<file path="config.mk">
export PLATFORM = sky130hd
export DESIGN_NAME = xor_frame_byte_parser
export DESIGN_NICKNAME = d
export VERILOG_FILES = /design/src/rtl/xfbp_pkg.sv /design/src/rtl/xfbp_core.sv /design/src/rtl/xor_frame_byte_parser.sv
export SDC_FILE = /design/constraint.sdc
export NUM_CORES = 1
export LEC_CHECK = 0
export BUFFER_PORTS_ARGS = -buffer_cell sky130_fd_sc_hd__clkbuf_2
export CAP_MARGIN = 20
export CORE_ASPECT_RATIO = 2
export CORE_UTILIZATION = 35
export DETAILED_ROUTE_END_ITERATION = 12
export PLACE_DENSITY = 0.58
export RECOVER_POWER = 50
export SLEW_MARGIN = 20
export SYNTH_ARGS = -nofsm -noshare
export SYNTH_HDL_FRONTEND = slang
export SYNTH_SLANG_ARGS = --single-unit
</file>
<file path="constraint.sdc">
create_clock -name aclk -period 5.55 [get_ports aclk]
set_clock_uncertainty 0.1 [all_clocks]
set_input_delay 0.8325 -clock aclk [delete_from_list [all_inputs] [get_ports aclk]]
set_output_delay 0.8325 -clock aclk [all_outputs]
set_load 0.005 [all_outputs]
</file>
<file path="src/rtl/xfbp_pkg.sv">
// Shared types and constants for the XOR-checksum frame byte parser.
package xfbp_pkg;

    // Field widths
    localparam int unsigned BYTE_W  = 8;
    localparam int unsigned EVENT_W = 2;
    localparam int unsigned ERR_W   = 16;

    // Packed stream widths
    localparam int unsigned S_TDATA_W = 8;
    localparam int unsigned M_TDATA_W = 56;   // 49 bits of fields, padded to 7 bytes
    localparam int unsigned M_TUSER_W = EVENT_W;

    // Configuration port
    localparam int unsigned APB_ADDR_W = 3;
    localparam int unsigned APB_DATA_W = 32;
    localparam logic        REG_HEADER = 1'b0;  // word index of header_value

    // Frame positions with fixed meaning
    localparam logic [BYTE_W-1:0] POS_LENGTH  = 8'd1;
    localparam logic [BYTE_W-1:0] POS_COMMAND = 8'd2;
    localparam logic [BYTE_W-1:0] POS_DATA0   = 8'd3;

    // Result event codes
    typedef enum logic [EVENT_W-1:0] {
        EV_NONE     = 2'd0,
        EV_DATA     = 2'd1,
        EV_SUM_GOOD = 2'd2,
        EV_SUM_BAD  = 2'd3
    } event_t;

    // Parser phase, one-hot
    typedef enum logic [4:0] {
        PH_HEADER  = 5'b00001,
        PH_LENGTH  = 5'b00010,
        PH_COMMAND = 5'b00100,
        PH_DATA    = 5'b01000,
        PH_CHECK   = 5'b10000
    } phase_t;

    // One result item
    typedef struct packed {
        logic              link_up;
        logic [ERR_W-1:0]  error_total;
        logic [BYTE_W-1:0] frame_length;
        logic [BYTE_W-1:0] frame_command;
        logic [BYTE_W-1:0] data_index;
        logic [BYTE_W-1:0] data_value;
        event_t            event_res;
    } result_t;

endpackage

</file>
<file path="src/rtl/xfbp_core.sv">
// Frame parser state and per-byte update logic.
module xfbp_core (
    input  logic                        aclk,
    input  logic                        aresetn,
    input  logic                        byte_take,
    input  logic [xfbp_pkg::BYTE_W-1:0] rx_byte,
    input  logic [xfbp_pkg::BYTE_W-1:0] header_value,
    output xfbp_pkg::result_t           result
);
    import xfbp_pkg::*;

    phase_t            phase_reg,    phase_next;
    logic [BYTE_W-1:0] position_reg, position_next;
    logic [BYTE_W-1:0] length_reg,   length_next;
    logic [BYTE_W-1:0] command_reg,  command_next;
    logic [BYTE_W-1:0] xor_reg,      xor_next;
    logic [ERR_W-1:0]  errs_reg,     errs_next;
    logic              link_reg,     link_next;
    event_t            ev;
    logic [BYTE_W-1:0] dval;
    logic [BYTE_W-1:0] didx;

    // Next state and result for the byte at the input
    always_comb begin
        phase_next    = phase_reg;
        position_next = position_reg;
        length_next   = length_reg;
        command_next  = command_reg;
        xor_next      = xor_reg;
        errs_next     = errs_reg;
        link_next     = link_reg;
        ev            = EV_NONE;
        dval          = '0;
        didx          = '0;
        case (phase_reg)
            PH_HEADER: begin
                if (rx_byte == header_value) begin
                    xor_next      = rx_byte;
                    position_next = POS_LENGTH;
                    phase_next    = PH_LENGTH;
                end
            end
            PH_LENGTH: begin
                length_next = rx_byte;
                if (rx_byte >= POS_LENGTH) xor_next = xor_reg ^ rx_byte;
                position_next = POS_COMMAND;
                phase_next    = PH_COMMAND;
            end
            PH_COMMAND: begin
                command_next = rx_byte;
                if (length_reg >= POS_COMMAND) xor_next = xor_reg ^ rx_byte;
                position_next = POS_DATA0;
                phase_next    = PH_DATA;
            end
            PH_DATA: begin
                // only bytes up to the length position count in the sum
                if (position_reg <= length_reg) xor_next = xor_reg ^ rx_byte;
                ev   = EV_DATA;
                dval = rx_byte;
                didx = position_reg - POS_DATA0;
                if (position_reg >= length_reg) phase_next = PH_CHECK;
                else position_next = position_reg + 8'd1;
            end
            PH_CHECK: begin
                phase_next = PH_HEADER;
                if (xor_reg == rx_byte) begin
                    link_next = 1'b1;
                    ev        = EV_SUM_GOOD;
                end else begin
                    link_next = 1'b0;
                    errs_next = errs_reg + 16'd1;
                    ev        = EV_SUM_BAD;
                end
            end
            default: begin
                phase_next = PH_HEADER;
            end
        endcase
    end

    // Result carries the state as it stands after this byte
    always_comb begin
        result.event_res     = ev;
        result.data_value    = dval;
        result.data_index    = didx;
        result.frame_command = command_next;
        result.frame_length  = length_next;
        result.error_total   = errs_next;
        result.link_up       = link_next;
    end

    // State registers, advanced once per accepted byte
    always_ff @(posedge aclk) begin
        if (!aresetn) begin
            phase_reg    <= PH_HEADER;
            position_reg <= '0;
            length_reg   <= '0;
            command_reg  <= '0;
            xor_reg      <= '0;
            errs_reg     <= '0;
            link_reg     <= 1'b0;
        end else if (byte_take) begin
            phase_reg    <= phase_next;
            position_reg <= position_next;
            length_reg   <= length_next;
            command_reg  <= command_next;
            xor_reg      <= xor_next;
            errs_reg     <= errs_next;
            link_reg     <= link_next;
        end
    end

endmodule

</file>
<file path="src/rtl/xor_frame_byte_parser.sv">
// Top level: byte stream in, parse results out, APB header register.
//
//  Channel   Ports                       Carries
//  s_        s_tvalid/s_tready/s_tdata   one received byte per request
//  m_        m_tvalid/m_tready/m_tdata   one parse result per input byte
//            m_tuser                     event code of that result
//  APB       psel/penable/pwrite/...     header_value at byte address 0
//
// One byte is taken per cycle while s_tready is high; the parser state and XOR
// update sit between the input handshake and the result register, so each
// result is registered (in the skid stage when the result register is full).
// Reset (synchronous, aresetn low) returns to header hunt and clears counters.
// The result register is backed by a one-entry skid stage: s_tready drops only
// when both hold unread results, and rises again as soon as one is taken.
module xor_frame_byte_parser (
    input  logic                               aclk,
    input  logic                               aresetn,
    // input stream
    input  logic                               s_tvalid,
    output logic                               s_tready,
    input  logic [xfbp_pkg::S_TDATA_W-1:0]     s_tdata,   // [7:0] rx_byte
    // result stream
    output logic                               m_tvalid,
    input  logic                               m_tready,
    output logic [xfbp_pkg::M_TDATA_W-1:0]     m_tdata,   // [7:0] data_value,
                                                          // [15:8] data_index,
                                                          // [23:16] frame_command,
                                                          // [31:24] frame_length,
                                                          // [47:32] error_total,
                                                          // [48] link_up, rest 0
    output logic [xfbp_pkg::M_TUSER_W-1:0]     m_tuser,   // [1:0] event_res
    // configuration
    input  logic                               psel,
    input  logic                               penable,
    input  logic                               pwrite,
    input  logic [xfbp_pkg::APB_ADDR_W-1:0]    paddr,
    input  logic [xfbp_pkg::APB_DATA_W-1:0]    pwdata,
    output logic [xfbp_pkg::APB_DATA_W-1:0]    prdata,
    output logic                               pready
);
    import xfbp_pkg::*;

    logic [BYTE_W-1:0] header_reg;
    logic              reg_sel;
    logic              s_take;
    logic              m_take;
    result_t           core_result;

    result_t out_reg,        out_next;
    logic    out_valid_reg,  out_valid_next;
    result_t skid_reg,       skid_next;
    logic    skid_valid_reg, skid_valid_next;

    // APB register file
    assign pready  = 1'b1;
    assign reg_sel = (paddr[APB_ADDR_W-1] == REG_HEADER);
    assign prdata  = reg_sel ? {{(APB_DATA_W-BYTE_W){1'b0}}, header_reg} : '0;

    always_ff @(posedge aclk) begin
        if (!aresetn) begin
            header_reg <= '0;
        end else if (psel && penable && pwrite && pready && reg_sel) begin
            header_reg <= pwdata[BYTE_W-1:0];
        end
    end

    // Handshakes
    assign s_tready = !skid_valid_reg;
    assign s_take   = s_tvalid && s_tready;
    assign m_take   = out_valid_reg && m_tready;

    xfbp_core u_core (
        .aclk         (aclk),
        .aresetn      (aresetn),
        .byte_take    (s_take),
        .rx_byte      (s_tdata[BYTE_W-1:0]),
        .header_value (header_reg),
        .result       (core_result)
    );

    // Result register with skid stage
    always_comb begin
        out_next        = out_reg;
        out_valid_next  = out_valid_reg;
        skid_next       = skid_reg;
        skid_valid_next = skid_valid_reg;
        if (skid_valid_reg) begin
            if (m_take) begin
                out_next        = skid_reg;
                skid_valid_next = 1'b0;
            end
        end else if (s_take) begin
            if (!out_valid_reg || m_take) begin
                out_next       = core_result;
                out_valid_next = 1'b1;
            end else begin
                skid_next       = core_result;
                skid_valid_next = 1'b1;
            end
        end else if (m_take) begin
            out_valid_next = 1'b0;
        end
    end

    always_ff @(posedge aclk) begin
        if (!aresetn) begin
            out_valid_reg  <= 1'b0;
            skid_valid_reg <= 1'b0;
        end else begin
            out_valid_reg  <= out_valid_next;
            skid_valid_reg <= skid_valid_next;
        end
    end

    always_ff @(posedge aclk) begin
        out_reg  <= out_next;
        skid_reg <= skid_next;
    end

    // Output packing
    assign m_tvalid = out_valid_reg;
    assign m_tuser  = out_reg.event_res;
    assign m_tdata  = {7'd0,
                       out_reg.link_up,
                       out_reg.error_total,
                       out_reg.frame_length,
                       out_reg.frame_command,
                       out_reg.data_index,
                       out_reg.data_value};

endmodule
</file>
==> summary.txt <==
Floorplan
  • DIE AREA: 23800 µm²
  • Die width: 110 µm
  • Starting Density: 0.357
  • Chip height: 217 µm
  • Core area: 22700 µm²
  • Site Rows: 78
  • I/O pins: 143

Critical path
  • WP buf/inv: 3
  • CP max FO: 39
  • FF-to-FF path depth: 5
  • Crit path depth: 4
  • Sequence of cells on the critical path: clkbuf_1, inv_1, clkbuf_1, a211oi_1
  • Critical path origin: aresetn
  • Critical path data arrival time: 4.21 ns
  • Reg2Reg Setup Slack: 2.05 ns
  • Slowest-stage cell, CP: clkbuf_1
  • Worst reg2reg path startpoint: skid_valid_reg
  • Critical setup path kind: in -> reg
  • WP data required: 5.77 ns
  • Worst setup EP type: flip-flop
  • CP Launch Type: input pin
  • Reg-to-Reg End: m_tdata[23]
  • Crit path largest cell delay: 1.23 ns
  • Cell family with most CP delay: buffers and inverters
  • Cell with the most instances on the worst path: clkbuf_1
  • Critical Path Sink: skid_valid_reg

Detailed routing
  • Post-route DRC: 0
  • Vias per cell: 5.08
  • First drt pass iteration count: 5
  • DR iter-0 viols: 231
  • Post-route ant nets: 0
  • Avg WL per Cell: 16.5 µm
  • Via count: 5476
  • Routed WL: 17.8 mm

Power and ir drop
  • Tot Pwr: 2.97 mW
  • P_leak: 3.40 nW
  • Pwr/cell area: 325 nW/µm²
  • VDD IR-drop max: 0.224 mV

Logic synthesis
  • Post-synth ARST share: 0
  • Yosys top cell by area: edfxtp_1
  • Post-Synthesis Cells: 729
  • Post-synthesis mux area share: 0.0870
  • Syn. warnings: 0
  • Synth area leaders: edfxtp_1 38%, dfxtp_1 16%, mux2_2 8.3%
  • Post-Syn Area per Cell: 11.1 µm²
  • Area fraction of the dominant cell type after synthesis: 0.378
  • Synth Area in Simple Gates: 0.154
  • Post-synth top flop: edfxtp_1
  • Adder-Cell Fraction of Synth Area: 0.0154
  • Post-synthesis xor/xnor area fraction: 0.0508
  • Largest family of logic cells by synthesized area: simple AND/OR/NAND/NOR gates
  • Library cells used by synthesis: 64
  • Sequential element share of the synthesized area: 0.536
  • Top cells by count, synth: 102 x edfxtp_1, 70 x nor2_1, 64 x dfxtp_1, 60 x mux2_2, 48 x nand2_1
  • Compound-Gate Fraction of Synth Area: 0.0901
  • Post-synth EDFFs: 102
  • Seq cells post-synth: 166
  • Netlist Area Pre-Place: 8110 µm²
  • Top-count cell post-synth: edfxtp_1

Placed design
  • Inst Count DP: 1046
  • GPL Wtd Cong: 0.763
  • IO Port Bufs: 84
  • Post-DP HPWL: 12.2 mm

STA
  • Max transition margin: -0.412
  • Period utilization: 0.718
  • Final hold viol count: 0
  • Unrepaired setup endpoints after global routing: no
  • Hold_ws: 0.384 ns
  • Setup TNS Final: 0 ns
  • Least-Margin Pin Slew: 2.12 ns
  • Max Freq: 251 MHz
  • Max-slew violations: 78
  • Setup Viol. Count Final: 0
  • Period minus WS final: 3.99 ns

CTS
  • # Post-CTS Setup Buffers: 0
  • Root Buffer: clkbuf_16
  • CTS Buffer Depth: 2
  • CTS H-tree lvls: 4
  • Number of clock sinks: 166
  • Clk Latency, worst-skew pair: 0.43 ns
  • Post-CTS Hold Buffers: 0
  • CTS resizes: 0
  • Num CTS Buffers: 17
  • CTS tree: built
  • Register clock-pin slew on the reported worst setup and hold paths: 0.06 ns

Global route
  • Total global routing overflow: 0
  • Initial antenna violation count: 0
  • GRT Util Overall: 0.161
  • Global-route wire length before repair: 28.7 mm
  • Via count of the first global-routing pass: 5360
  • Pin count of the biggest net entering global routing: 52

Final layout
  • Finished Layout Cells: 1077
  • Fillers: 2198
  • ANT cells: 0
  • Area Overhead vs Synth: 12.6%
  • Fin nets: 845
  • Layout cell share with drive strength beyond 1: 0.182
  • Layout Utilization: 0.401
  • Max reg flops: 51

Status
  • Status: finished, violations left
  • Failing checks: max-capacitance violations, max-slew violations

Worst hold path
  • HP Class: reg -> reg

Job
  • Max_cap viols: 2
## logic make-up (layout without fill, tap and decap cells)
logic type | Yosys count | after routing
simple gates | 242 | 242
flops | 166 | 166
buf+inv | 100 | 138
compound gates | 99 | 99
mux | 63 | 63
xor+xnor | 47 | 47
fa+ha+maj | 10 | 10
other cells | 2 | 32
## how the worst min path moves through the flow
stage | startpoint | end | slack (ns) | cells past startpoint
after floorplan | header_reg[0] | header_reg[0] | 0.36 | 2
after global placement | header_reg[4] | header_reg[4] | 0.38 | 2
after detailed placement | header_reg[2] | header_reg[2] | 0.38 | 2
after global routing | header_reg[6] | header_reg[6] | 0.41 | 2
final | header_reg[2] | header_reg[2] | 0.38 | 2
after CTS | header_reg[2] | header_reg[2] | 0.39 | 2
## tightest hold or removal path: stages, from the launching register on
cell,delay [ns]
dfxtp_1,0.33
nand2_1,0.06
a21oi_1,0.05
## through the flow
step,worst slack [ns],instance area (µm²)
3_5_place_dp,2.27,8580
5_1_grt,1.21,9130
2_1_floorplan,0.873,8220
6_report,1.56,9130
4_1_cts,2.52,9190
3_3_place_gp,2.26,8580
## where the power goes
group          internal (mW)  switching (mW)  leakage (nW)
registers               1.39          0.0450          1.49
clock network          0.760           0.466         0.288
logic                  0.120           0.188          1.62
total                   2.27           0.699          3.40
## final cells by class
cell class	instances	area, µm²	area share
flip-flops and latches	166	4340	0.476
multi-input cells	493	3340	0.366
clock buffers	22	454	0.0498
repair buffers	91	425	0.0466
well taps	280	350	0.0384
clock inverters	9	153	0.0167
inverters	16	60.1	0.00658
## routing by layer
layer / vias to the layer above / wire length (µm) / share of wire / GRT usage
met5: - / 0 / 0 / 0
met4: 0 / 430 / 0.024 / 0.0742
met3: 34 / 557 / 0.031 / 0.0273
met2: 134 / 9910 / 0.56 / 0.304
met1: 2628 / 6880 / 0.39 / 0.167
li1: 2680 / - / - / -
## cells in the final DEF (no fill, tap or decap), types with 3 or more instances in the layout
| cell | count |
|---|---|
| nand3b_1 | 11 |
| nand2_1 | 48 |
| mux2_1 | 17 |
| or3_1 | 5 |
| a31oi_1 | 3 |
| nand4_1 | 19 |
| nor2_1 | 70 |
| xnor2_1 | 29 |
| o31ai_1 | 10 |
| o311ai_2 | 3 |
| nor3_1 | 22 |
| a21oi_1 | 23 |
| mux2_2 | 43 |
| edfxtp_1 | 102 |
| and2_0 | 9 |
| o311ai_1 | 7 |
| buf_4 | 5 |
| o211ai_1 | 13 |
| o21ai_0 | 6 |
| ha_1 | 10 |
| nor4_1 | 5 |
| clkbuf_2 | 52 |
| dfxtp_1 | 64 |
| xor2_1 | 18 |
| clkbuf_1 | 37 |
| nor2b_1 | 10 |
| o21a_1 | 5 |
| mux2i_1 | 3 |
| and3_1 | 6 |
| nand2b_1 | 6 |
| clkbuf_16 | 17 |
| inv_1 | 15 |
| conb_1 | 32 |
| bufinv_16 | 4 |
| o21ai_1 | 4 |
| or4_1 | 4 |
| nand3_1 | 11 |
| a211oi_1 | 10 |
Power figures use the tool's default switching activity.
